==> src/rtl/mark_bitmap_range_scan_macros.svh <==
// assertion helpers for the block's datapath module
// each expects clk and rst_n in the module that uses it
`ifndef MARK_BITMAP_RANGE_SCAN_MACROS_SVH
`define MARK_BITMAP_RANGE_SCAN_MACROS_SVH

// same-cycle implication
`define MBRS_ASSERT_NOW(lbl, ante, cons, msg) \
  lbl: assert property (@(posedge clk) disable iff (!rst_n) (ante) |-> (cons)) \
    else $error(msg);

// next-cycle implication
`define MBRS_ASSERT_NEXT(lbl, ante, cons, msg) \
  lbl: assert property (@(posedge clk) disable iff (!rst_n) (ante) |=> (cons)) \
    else $error(msg);

`endif

==> src/rtl/mbrs_pkg.sv <==
`timescale 1ns / 1ps

package mbrs_pkg;

  // fixed field widths
  localparam int ADDR_W    = 48;
  localparam int IDX_W     = 39;
  localparam int DATA_W    = 64;
  localparam int CFG_IDX_W = 2;

  // defaults for the top-level parameters
  localparam int WORD_BITS_DEF   = 64;
  localparam int ALIGN_BYTES_DEF = 8;

  // four partial products per reciprocal multiplication
  localparam int DIV_STEPS = 4;

  // register indexes
  localparam logic [CFG_IDX_W-1:0] CFG_HEAP_BASE    = 2'd0;
  localparam logic [CFG_IDX_W-1:0] CFG_WINDOW_START = 2'd1;
  localparam logic [CFG_IDX_W-1:0] CFG_WINDOW_END   = 2'd2;

  typedef enum logic [2:0] {
    ST_LOAD,
    ST_DIV_A,
    ST_MID,
    ST_DIV_W,
    ST_IDLE,
    ST_BASE,
    ST_SCAN
  } state_t;

  typedef struct packed {
    logic       load_div;
    logic       take_word;
    logic       div_step;
    logic       phase_bit;
    logic [1:0] mul_sel;
    logic       accept;
    logic       base_load;
    logic       emit;
  } cmd_t;

  typedef struct packed {
    logic word_zero;
    logic last_bit;
    logic out_free;
  } sts_t;

endpackage

==> src/rtl/mbrs_in_if.sv <==
`timescale 1ns / 1ps

interface mbrs_in_if;
  logic                       valid;
  logic                       ready;
  logic [mbrs_pkg::IDX_W-1:0]  word_index;
  logic [mbrs_pkg::DATA_W-1:0] word_bits;

  modport source (output valid, output word_index, output word_bits, input ready);
  modport sink (input valid, input word_index, input word_bits, output ready);
endinterface

==> src/rtl/mbrs_out_if.sv <==
`timescale 1ns / 1ps

interface mbrs_out_if;
  logic                       valid;
  logic                       ready;
  logic [mbrs_pkg::ADDR_W-1:0] object_address;
  logic                       last_of_word;

  modport source (output valid, output object_address, output last_of_word, input ready);
  modport sink (input valid, input object_address, input last_of_word, output ready);
endinterface

==> src/rtl/mbrs_ctrl.sv <==
`timescale 1ns / 1ps

module mbrs_ctrl (
  input  logic               clk,
  input  logic               rst_n,
  input  logic               cfg_we,
  input  logic               in_valid,
  output logic               in_ready,
  input  mbrs_pkg::sts_t     sts,
  output mbrs_pkg::cmd_t     cmd
);

  localparam int CNT_W = $clog2(mbrs_pkg::DIV_STEPS);

  mbrs_pkg::state_t state_r, state_nxt;
  logic [CNT_W-1:0] cnt_r, cnt_nxt;
  logic             cnt_last;

  assign cnt_last = (cnt_r == CNT_W'(mbrs_pkg::DIV_STEPS - 1));

  always_ff @(posedge clk) begin
    if (!rst_n) begin
      state_r <= mbrs_pkg::ST_LOAD;
      cnt_r   <= '0;
    end else begin
      state_r <= state_nxt;
      cnt_r   <= cnt_nxt;
    end
  end

  // next state
  always_comb begin
    state_nxt = state_r;
    cnt_nxt   = '0;
    case (state_r)
      mbrs_pkg::ST_LOAD: state_nxt = mbrs_pkg::ST_DIV_A;
      mbrs_pkg::ST_DIV_A: begin
        cnt_nxt = cnt_r + CNT_W'(1);
        if (cnt_last) begin
          state_nxt = mbrs_pkg::ST_MID;
          cnt_nxt   = '0;
        end
      end
      mbrs_pkg::ST_MID: state_nxt = mbrs_pkg::ST_DIV_W;
      mbrs_pkg::ST_DIV_W: begin
        cnt_nxt = cnt_r + CNT_W'(1);
        if (cnt_last) begin
          state_nxt = mbrs_pkg::ST_IDLE;
          cnt_nxt   = '0;
        end
      end
      mbrs_pkg::ST_IDLE: begin
        if (in_valid && in_ready) state_nxt = mbrs_pkg::ST_BASE;
      end
      mbrs_pkg::ST_BASE: state_nxt = mbrs_pkg::ST_SCAN;
      mbrs_pkg::ST_SCAN: begin
        if (sts.word_zero) state_nxt = mbrs_pkg::ST_IDLE;
        else if (sts.out_free && sts.last_bit) state_nxt = mbrs_pkg::ST_IDLE;
      end
      default: state_nxt = mbrs_pkg::ST_LOAD;
    endcase
    // new window settings restart the setup
    if (cfg_we) begin
      state_nxt = mbrs_pkg::ST_LOAD;
      cnt_nxt   = '0;
    end
  end

  // outputs
  always_comb begin
    cmd      = '0;
    in_ready = 1'b0;
    case (state_r)
      mbrs_pkg::ST_LOAD:  cmd.load_div = 1'b1;
      mbrs_pkg::ST_DIV_A: begin
        cmd.div_step = 1'b1;
        cmd.mul_sel  = cnt_r;
      end
      mbrs_pkg::ST_MID:   cmd.take_word = 1'b1;
      mbrs_pkg::ST_DIV_W: begin
        cmd.div_step  = 1'b1;
        cmd.phase_bit = 1'b1;
        cmd.mul_sel   = cnt_r;
      end
      mbrs_pkg::ST_IDLE: begin
        in_ready   = !cfg_we;
        cmd.accept = in_valid && !cfg_we;
      end
      mbrs_pkg::ST_BASE: cmd.base_load = 1'b1;
      mbrs_pkg::ST_SCAN: cmd.emit = !sts.word_zero && sts.out_free;
      default: cmd = '0;
    endcase
  end

endmodule

==> src/rtl/mbrs_dpath.sv <==
`timescale 1ns / 1ps
`include "mark_bitmap_range_scan_macros.svh"

module mbrs_dpath #(
  parameter int WORD_BITS   = mbrs_pkg::WORD_BITS_DEF,
  parameter int ALIGN_BYTES = mbrs_pkg::ALIGN_BYTES_DEF
) (
  input  logic                           clk,
  input  logic                           rst_n,
  input  logic                           cfg_we,
  input  logic [mbrs_pkg::CFG_IDX_W-1:0] cfg_index,
  input  logic [mbrs_pkg::ADDR_W-1:0]    cfg_data,
  input  logic [mbrs_pkg::IDX_W-1:0]     in_word_index,
  input  logic [mbrs_pkg::DATA_W-1:0]    in_word_bits,
  output logic                           out_valid,
  input  logic                           out_ready,
  output logic [mbrs_pkg::ADDR_W-1:0]    out_object_address,
  output logic                           out_last_of_word,
  input  mbrs_pkg::cmd_t                 cmd,
  output mbrs_pkg::sts_t                 sts
);

  localparam int AW       = mbrs_pkg::ADDR_W;
  localparam int BW       = $clog2(WORD_BITS);
  localparam int GRAN     = WORD_BITS * ALIGN_BYTES;

  // floor(x / d) = (x * m) >> (AW + k) for any AW-bit x, k = clog2(d)
  localparam int HALF = AW / 2;
  localparam int MW   = AW + 1;
  localparam int ACCW = AW + MW;
  localparam int KA   = $clog2(ALIGN_BYTES);
  localparam int KG   = $clog2(GRAN);
  localparam int RW   = KG + 1;
  localparam logic [MW-1:0] RCP_A =
    MW'(((64'd1 << (AW + KA)) + 64'(ALIGN_BYTES) - 64'd1) / 64'(ALIGN_BYTES));
  localparam logic [MW-1:0] RCP_G =
    MW'(((64'd1 << (AW + KG)) + 64'(GRAN) - 64'd1) / 64'(GRAN));

  // config registers
  logic [AW-1:0] heap_base_r, win_start_r, win_end_r;

  // divider lanes: 0 = window start, 1 = window end
  // first pass: word index = offset / bytes per word
  // second pass: bit index = leftover bytes / ALIGN_BYTES, left in acc
  logic [AW-1:0]   q_r     [2];
  logic [AW-1:0]   x_r     [2];
  logic [ACCW-1:0] acc_r   [2];
  logic [ACCW-1:0] acc_nxt [2];
  logic [AW-1:0]   q_now   [2];
  logic [RW-1:0]   rem_g   [2];
  logic [AW-1:0]   off     [2];
  logic [MW-1:0]   rcp;

  // item working set
  logic [WORD_BITS-1:0] word_r, word_nxt;
  logic [AW-1:0]        prod_r, base_r;
  logic [AW-1:0]        out_addr_r;
  logic                 out_last_r;
  logic                 out_valid_r;

  always_ff @(posedge clk) begin
    if (cfg_we) begin
      case (cfg_index)
        mbrs_pkg::CFG_HEAP_BASE:    heap_base_r <= cfg_data;
        mbrs_pkg::CFG_WINDOW_START: win_start_r <= cfg_data;
        mbrs_pkg::CFG_WINDOW_END:   win_end_r   <= cfg_data;
        default: ;
      endcase
    end
    if (!rst_n) begin
      heap_base_r <= '0;
      win_start_r <= '0;
      win_end_r   <= '0;
    end
  end

  assign off[0] = win_start_r - heap_base_r;
  assign off[1] = win_end_r - heap_base_r;
  assign rcp    = cmd.phase_bit ? RCP_A : RCP_G;

  // one 24 x 25 partial product per lane and cycle
  always_comb begin
    logic [HALF-1:0]    x_part;
    logic [MW-HALF-1:0] m_part;
    logic [MW-1:0]      pp;
    logic [ACCW-1:0]    pp_sh;
    for (int l = 0; l < 2; l++) begin
      x_part = cmd.mul_sel[1] ? x_r[l][AW-1:HALF] : x_r[l][HALF-1:0];
      m_part = cmd.mul_sel[0] ? rcp[MW-1:HALF] : {1'b0, rcp[HALF-1:0]};
      pp     = MW'(x_part) * MW'(m_part);
      case (cmd.mul_sel)
        2'd0:    pp_sh = ACCW'(pp);
        2'd3:    pp_sh = ACCW'(pp) << (2 * HALF);
        default: pp_sh = ACCW'(pp) << HALF;
      endcase
      acc_nxt[l] = acc_r[l] + pp_sh;
    end
  end

  // word index and the byte offset left inside that word
  always_comb begin
    for (int l = 0; l < 2; l++) begin
      q_now[l] = AW'(acc_r[l] >> (AW + KG));
      rem_g[l] = x_r[l][RW-1:0] - q_now[l][RW-1:0] * RW'(GRAN);
    end
  end

  always_ff @(posedge clk) begin
    for (int l = 0; l < 2; l++) begin
      if (cmd.load_div) begin
        x_r[l]   <= off[l];
        acc_r[l] <= '0;
      end else if (cmd.take_word) begin
        q_r[l]   <= q_now[l];
        x_r[l]   <= AW'(rem_g[l]);
        acc_r[l] <= '0;
      end else if (cmd.div_step) begin
        acc_r[l] <= acc_nxt[l];
      end
    end
  end

  // window trim at accept
  logic [AW-1:0]        idx_ext;
  logic [ACCW-1:0]      bit_s_full, bit_e_full;
  logic                 bit_ok;
  logic [BW-1:0]        b_s, b_e;
  logic                 keep;
  logic [WORD_BITS-1:0] lo_s, lo_e, mask;

  assign idx_ext    = {{(AW - mbrs_pkg::IDX_W){1'b0}}, in_word_index};
  assign bit_s_full = acc_r[0] >> (AW + KA);
  assign bit_e_full = acc_r[1] >> (AW + KA);
  assign bit_ok     = (bit_s_full < ACCW'(WORD_BITS)) && (bit_e_full < ACCW'(WORD_BITS));
  assign b_s        = BW'(bit_s_full);
  assign b_e        = BW'(bit_e_full);
  assign keep    = !(q_r[0] > q_r[1]) && (idx_ext >= q_r[0]) && (idx_ext <= q_r[1]);

  always_comb begin
    for (int k = 0; k < WORD_BITS; k++) begin
      lo_s[k] = (BW'(k) >= b_s);
      lo_e[k] = (BW'(k) < b_e);
    end
    mask = '0;
    if (keep) begin
      mask = (idx_ext == q_r[0]) ? lo_s : '1;
      if (idx_ext == q_r[1]) mask = mask & lo_e;
    end
  end

  // lowest marked bit of the remaining word
  logic [BW-1:0]        low_idx;
  logic [WORD_BITS-1:0] word_clr;
  logic [AW-1:0]        addr;

  always_comb begin
    low_idx = '0;
    for (int k = WORD_BITS - 1; k >= 0; k--) begin
      if (word_r[k]) low_idx = BW'(k);
    end
  end

  assign word_clr = word_r & (word_r - WORD_BITS'(1));
  assign addr     = base_r + AW'(AW'(low_idx) * AW'(ALIGN_BYTES));

  always_comb begin
    word_nxt = word_r;
    if (cmd.accept) word_nxt = in_word_bits[WORD_BITS-1:0] & mask;
    else if (cmd.emit) word_nxt = word_clr;
  end

  always_ff @(posedge clk) begin
    word_r <= word_nxt;
    if (cmd.accept) prod_r <= AW'(idx_ext * AW'(GRAN));
    if (cmd.base_load) base_r <= heap_base_r + prod_r;
    if (cmd.emit) begin
      out_addr_r <= addr;
      out_last_r <= (word_clr == '0);
    end
  end

  always_ff @(posedge clk) begin
    if (!rst_n) begin
      out_valid_r <= 1'b0;
    end else if (cmd.emit) begin
      out_valid_r <= 1'b1;
    end else if (out_ready) begin
      out_valid_r <= 1'b0;
    end
  end

  assign sts.word_zero = (word_r == '0);
  assign sts.last_bit  = (word_clr == '0);
  assign sts.out_free  = !out_valid_r || out_ready;

  assign out_valid          = out_valid_r;
  assign out_object_address = out_addr_r;
  assign out_last_of_word   = out_last_r;

  `MBRS_ASSERT_NOW(a_emit_free, cmd.emit, !out_valid_r || out_ready, "emit while output held")
  `MBRS_ASSERT_NEXT(a_emit_valid, cmd.emit, out_valid_r, "emitted address not presented")
  `MBRS_ASSERT_NEXT(a_last_clears, cmd.emit && sts.last_bit, word_r == '0, "word left after last")
  `MBRS_ASSERT_NOW(a_bit_range, cmd.accept, bit_ok, "bit index out of range")

endmodule

==> src/rtl/mark_bitmap_range_scan.sv <==
`timescale 1ns / 1ps

// mark bitmap range scan: each input item is one mark bitmap word and its word
// index; every set bit whose granule falls inside [window_start, window_end)
// comes out as one item carrying heap_base + (index*WORD_BITS + bit)*ALIGN_BYTES,
// lowest bit first, with last_of_word on the final one. a word with no surviving
// bit produces nothing. after reset and after every configuration write the block
// turns the window into start/end word and bit indexes with reciprocal
// multiplications built from four 24 x 25 bit partial products each (a load step,
// 4 steps dividing by WORD_BITS*ALIGN_BYTES, a remainder step, 4 steps dividing
// it by ALIGN_BYTES); in_ready stays low meanwhile. after that each item is
// accepted, its base address is formed, then one address is emitted per cycle
// while the output register is free, so stalls on the output hold the scan.
// results leave through an output register, so the next item is taken while
// the last address of the previous one waits.
module mark_bitmap_range_scan #(
  parameter int WORD_BITS   = mbrs_pkg::WORD_BITS_DEF,
  parameter int ALIGN_BYTES = mbrs_pkg::ALIGN_BYTES_DEF
) (
  input  logic                           clk,
  input  logic                           rst_n,
  mbrs_in_if.sink                        in_item,
  mbrs_out_if.source                     out_item,
  input  logic                           cfg_we,
  input  logic [mbrs_pkg::CFG_IDX_W-1:0] cfg_index,
  input  logic [mbrs_pkg::ADDR_W-1:0]    cfg_data
);

  // control and status between sequencer and datapath
  mbrs_pkg::cmd_t cmd;
  mbrs_pkg::sts_t sts;
  logic           in_ready;

  mbrs_ctrl u_ctrl (
    .clk      (clk),
    .rst_n    (rst_n),
    .cfg_we   (cfg_we),
    .in_valid (in_item.valid),
    .in_ready (in_ready),
    .sts      (sts),
    .cmd      (cmd)
  );

  // window setup, trim, base address and scan
  mbrs_dpath #(
    .WORD_BITS   (WORD_BITS),
    .ALIGN_BYTES (ALIGN_BYTES)
  ) u_dpath (
    .clk                (clk),
    .rst_n              (rst_n),
    .cfg_we             (cfg_we),
    .cfg_index          (cfg_index),
    .cfg_data           (cfg_data),
    .in_word_index      (in_item.word_index),
    .in_word_bits       (in_item.word_bits),
    .out_valid          (out_item.valid),
    .out_ready          (out_item.ready),
    .out_object_address (out_item.object_address),
    .out_last_of_word   (out_item.last_of_word),
    .cmd                (cmd),
    .sts                (sts)
  );

  // item taken only when the sequencer is waiting and no register write lands
  assign in_item.ready = in_ready;

endmodule

==> src/flat_wrapper.sv <==
// flat-port wrapper written by rule: the top's interface ports become plain ports
module mark_bitmap_range_scan_flat 
#(
  parameter int WORD_BITS   = mbrs_pkg::WORD_BITS_DEF,
  parameter int ALIGN_BYTES = mbrs_pkg::ALIGN_BYTES_DEF
)
  (clk, rst_n, cfg_we, cfg_index, cfg_data, in_item_valid, in_item_word_index, in_item_word_bits, in_item_ready, out_item_valid, out_item_object_address, out_item_last_of_word, out_item_ready);
  mbrs_in_if in_item_i ();
  mbrs_out_if out_item_i ();
  input  logic clk;
  input  logic rst_n;
  input  logic cfg_we;
  input  logic [mbrs_pkg::CFG_IDX_W-1:0] cfg_index;
  input  logic [mbrs_pkg::ADDR_W-1:0] cfg_data;
  input wire logic [$bits(in_item_i.valid)-1:0] in_item_valid;
  input wire logic [$bits(in_item_i.word_index)-1:0] in_item_word_index;
  input wire logic [$bits(in_item_i.word_bits)-1:0] in_item_word_bits;
  output wire logic [$bits(in_item_i.ready)-1:0] in_item_ready;
  output wire logic [$bits(out_item_i.valid)-1:0] out_item_valid;
  output wire logic [$bits(out_item_i.object_address)-1:0] out_item_object_address;
  output wire logic [$bits(out_item_i.last_of_word)-1:0] out_item_last_of_word;
  input wire logic [$bits(out_item_i.ready)-1:0] out_item_ready;
  assign in_item_i.valid = in_item_valid;
  assign in_item_i.word_index = in_item_word_index;
  assign in_item_i.word_bits = in_item_word_bits;
  assign in_item_ready = in_item_i.ready;
  assign out_item_valid = out_item_i.valid;
  assign out_item_object_address = out_item_i.object_address;
  assign out_item_last_of_word = out_item_i.last_of_word;
  assign out_item_i.ready = out_item_ready;
  mark_bitmap_range_scan #(.WORD_BITS(WORD_BITS), .ALIGN_BYTES(ALIGN_BYTES)) u_core (.clk(clk), .rst_n(rst_n), .in_item(in_item_i), .out_item(out_item_i), .cfg_we(cfg_we), .cfg_index(cfg_index), .cfg_data(cfg_data));
endmodule
==> config.mk <==
export PLATFORM = sky130hd
export DESIGN_NAME = mark_bitmap_range_scan_flat
export DESIGN_NICKNAME = d
export VERILOG_FILES = /design/src/rtl/mbrs_pkg.sv /design/src/rtl/mbrs_in_if.sv /design/src/rtl/mbrs_out_if.sv /design/src/rtl/mbrs_ctrl.sv /design/src/rtl/mbrs_dpath.sv /design/src/rtl/mark_bitmap_range_scan.sv /design/src/flat_wrapper.sv
export VERILOG_INCLUDE_DIRS = /design/src /design/src/rtl
export SDC_FILE = /design/constraint.sdc
export NUM_CORES = 2
export LEC_CHECK = 0
export BUFFER_PORTS_ARGS = -buffer_cell sky130_fd_sc_hd__buf_2
export CORE_MARGIN = 8
export CORE_UTILIZATION = 45
export DETAILED_ROUTE_END_ITERATION = 6
export PLACE_DENSITY_LB_ADDON = 0.3
export REMOVE_ABC_BUFFERS = 1
export SYNTH_ARGS = -nofsm -noshare
export SYNTH_HDL_FRONTEND = slang
export SYNTH_HIERARCHICAL = 1
export SYNTH_SLANG_ARGS = --single-unit
==> constraint.sdc <==
create_clock -name clk -period 8.1 [get_ports clk]
set_input_delay 1.62 -clock clk [delete_from_list [all_inputs] [get_ports clk]]
set_output_delay 1.62 -clock clk [all_outputs]
set_load 0.01 [all_outputs]
==> flow_summary_export.csv <==
group,metric,value,unit
outcome,status,"finished, final reports clean",
cts,ctsRootBufferMaster,"clkbuf_16",
routing,drtPass1Iterations,6,
hold_path,hold_class,"reg2reg",
power,power.density,180,nW/um^2
cts,cts.sinks,672,
power,vdd_ir_drop_max,164,uV
critical_path,critPathArrivalTime,7.08,ns
critical_path,critPathLaunch,"u_core/u_ctrl/state_r[0]$_SDFFE_PP0P_",
finish,nFillCells,9347,
cts,cts_hold_buf,0,
critical_path,worst-path-buf-inv,3,
yosys,ys_warn_count,6,
critical_path,crit_required,8.50,ns
timing,fin_ws,1.42,ns
routing,final_antenna_net_count,0,
timing,setup_viol,0,
critical_path,cp_slowest_cell,"or4_1",
floorplan,die_area,112000,um^2
floorplan,core_area,100000,um^2
finish,instances_no_fill,6611,
floorplan,start_util,45.5,%
grt,overflow,0,
timing,period_needed,6.68,ns
critical_path,path_max_fanout,24,
critical_path,setup.worst_path.start_class,"register",
floorplan,ios,209,
place,io_buffers,208,
cts,htreeDepth,3,
finish,post-route-util,50.5,%
critical_path,crit_type,"reg2reg",
routing,drt-total-wl,153000,um
cts,cts_tree,"yes",
timing,tightest_slew,1.29,ns
critical_path,critPathCapture,"u_core/u_dpath/acc_r[0][96]$_SDFFCE_PN0P_",
cts,clk_latency,0.65,ns
power,fin_total_pwr,9.14,mW
routing,vias,39500,
critical_path,path_cells,"nand2b_1 -> inv_1 -> and2_1 -> inv_1 -> ha_1 -> nor2_1 -> nand2_1 -> nor2_1 -> ha_1 -> inv_1 -> fa_1 -> and2b_1 -> o31a_1 -> o211ai_1 -> a211oi_1 -> a221oi_2 -> or4_1 -> a21o_1 -> a21boi_1 -> o21ai_0 -> o211a_1 -> a311o_1",
floorplan,die_height,334,um
place,place_ws,1.57,ns
critical_path,timing.rr.start,"u_core/u_ctrl/state_r[0]$_SDFFE_PP0P_",
cts,postCtsSetupBuffers,0,
finish,syn2layout_area_growth,11.0,%
floorplan,die_x,334,um
timing,tns,0,ns
grt,grt_use_total,26.3,%
grt,grt_pass1_vias,37000,
yosys,syn-instance-count,5026,
floorplan,row_count,116,
cts,clockBufferDepth,3,
timing,fmaxAchievable,150,MHz
power,p_leak,20.8,nW
timing,rsz0062_at_grt,"false",
place,place_congestion,1.03,
critical_path,reg2reg_depth,22,
critical_path,crit_path_end_kind,"register",
timing,period_share,82.5,%
cts,cts_resized,0,
place,dp_hpwl,119000,um
critical_path,r2r_slack,1.42,ns
timing,clock_skew,0.0210,ns
grt,grt_pass1_wl,228000,um
yosys,netlist_area,45600,um^2
critical_path,r2r_end,"u_core/u_dpath/acc_r[0][96]$_SDFFCE_PN0P_",
routing,drc_errors,0,
grt,antenna_found_initial,20,
yosys,syn_avg_cell_area,9.07,um^2
critical_path,cp_num_cells,22,
timing,relSlewSlack,13.5,%
critical_path,cpMostUsedCell,"inv_1",
place,place_inst,6447,
grt,grt_max_degree,90,
routing,viasPerCell,5.98,
timing,drv_slew,0,
critical_path,path_delay_family,"simple AND/OR/NAND/NOR gates",
timing,hold_viol,0,
routing,wl_per_cell,23.2,um
cts,cts.clk_slew.worst_paths,0.06,ns
cts,numCtsBuffers,77,
finish,layout-drive-gt1-share,8.43,%
finish,nets,5736,
job,drv_cap,0,
routing,drt_iter0_markers,4199,
critical_path,max_stage_delay,0.65,ns
## per-layer routing
| metal | global-route usage, % | vias up | wire [um] |
|---|---|---|---|
| li1 | - | 18800 | - |
| met1 | 35.1 | 18700 | 64500 |
| met2 | 39.4 | 1742 | 64900 |
| met3 | 6.49 | 346 | 15100 |
| met4 | 13.2 | 14 | 8550 |
| met5 | 0 | - | 92 |
## worst min path at each step
stage / start / endpoint / slack [ns] / cells after the start
after floorplan: u_core/u_dpath/base_r[0]$_DFFE_PP_ / u_core/u_dpath/out_object_address[0]$_DFFE_PP_ / 0.40 / 0
after global placement: u_core/u_dpath/base_r[2]$_DFFE_PP_ / u_core/u_dpath/out_object_address[2]$_DFFE_PP_ / 0.40 / 0
after detailed placement: u_core/u_dpath/base_r[1]$_DFFE_PP_ / u_core/u_dpath/out_object_address[1]$_DFFE_PP_ / 0.41 / 0
after CTS: u_core/u_dpath/base_r[1]$_DFFE_PP_ / u_core/u_dpath/out_object_address[1]$_DFFE_PP_ / 0.42 / 0
after global routing: u_core/u_dpath/base_r[1]$_DFFE_PP_ / u_core/u_dpath/out_object_address[1]$_DFFE_PP_ / 0.43 / 0
final: u_core/u_dpath/base_r[1]$_DFFE_PP_ / u_core/u_dpath/out_object_address[1]$_DFFE_PP_ / 0.42 / 0
## metrics by stage
stage               hold slack [ns]  cell area [um^2]
finish                        0.418             50600
CTS                           0.420             50600
floorplan                     0.400             44900
global placement              0.404             48000
global route                  0.430             50600
detailed placement            0.406             48000
## worst reg2reg max path: stages, from the launching register on
cell	delay [ns]
dfxtp_1	0.54
nand2b_1	0.25
inv_1	0.28
and2_1	0.24
inv_1	0.08
ha_1	0.34
nor2_1	0.17
nand2_1	0.50
nor2_1	0.26
ha_1	0.21
inv_1	0.06
fa_1	0.38
and2b_1	0.25
o31a_1	0.22
o211ai_1	0.16
a211oi_1	0.35
a221oi_2	0.20
or4_1	0.65
a21o_1	0.23
a21boi_1	0.30
o21ai_0	0.22
o211a_1	0.26
a311o_1	0.30
## cell usage in the layout, fill, tap and decap left out, types with 38 or more instances in the layout
master	n
buf_2	207
edfxtp_1	484
o32ai_1	38
clkbuf_16	79
a21oi_1	325
o21a_1	65
dfxtp_1	188
nor2b_1	42
xnor2_1	155
nand3_1	123
nor2_1	522
o31ai_1	46
o21ai_0	253
a21o_1	219
inv_1	233
mux2i_1	62
xor2_1	89
nand4_1	89
nand2b_1	69
nor3_1	91
a21boi_0	153
a211oi_1	52
ha_1	403
nand2_1	613
## report_power, final
group          total, mW  switching [mW]  internal (mW)
Clock               3.57            1.53           2.04
Sequential          4.11           0.178           3.94
Combinational       1.45           0.929          0.518
## area by class of cell
class | instances | area (um^2) | share of cell area, %
inverters | 234 | 881 | 1.74
diodes | 20 | 50.0 | 0.0989
clock inverters | 44 | 488 | 0.964
repair buffers | 243 | 1310 | 2.58
well taps | 1357 | 1700 | 3.35
clock buffers | 100 | 2120 | 4.18
multi-input cells | 3941 | 25800 | 50.9
flip-flops and latches | 672 | 18300 | 36.1
## flip-flops by register name, indices dropped and copies added, names as in the netlist
name                               cells
u_core/u_dpath/acc_r                 146
u_core/u_dpath/x_r                    96
u_core/u_dpath/q_r                    80
u_core/u_dpath/word_r                 64
u_core/u_dpath/base_r                 48
u_core/u_dpath/heap_base_r            48
u_core/u_dpath/out_object_address     48
u_core/u_dpath/win_end_r              48
u_core/u_dpath/win_start_r            48
u_core/u_dpath/prod_r                 39
u_core/u_ctrl/state_r                  3
u_core/u_ctrl/cnt_r                    2
u_core/u_dpath/out_last_of_word        1
u_core/u_dpath/out_valid               1
Power figures use the tool's default switching activity.
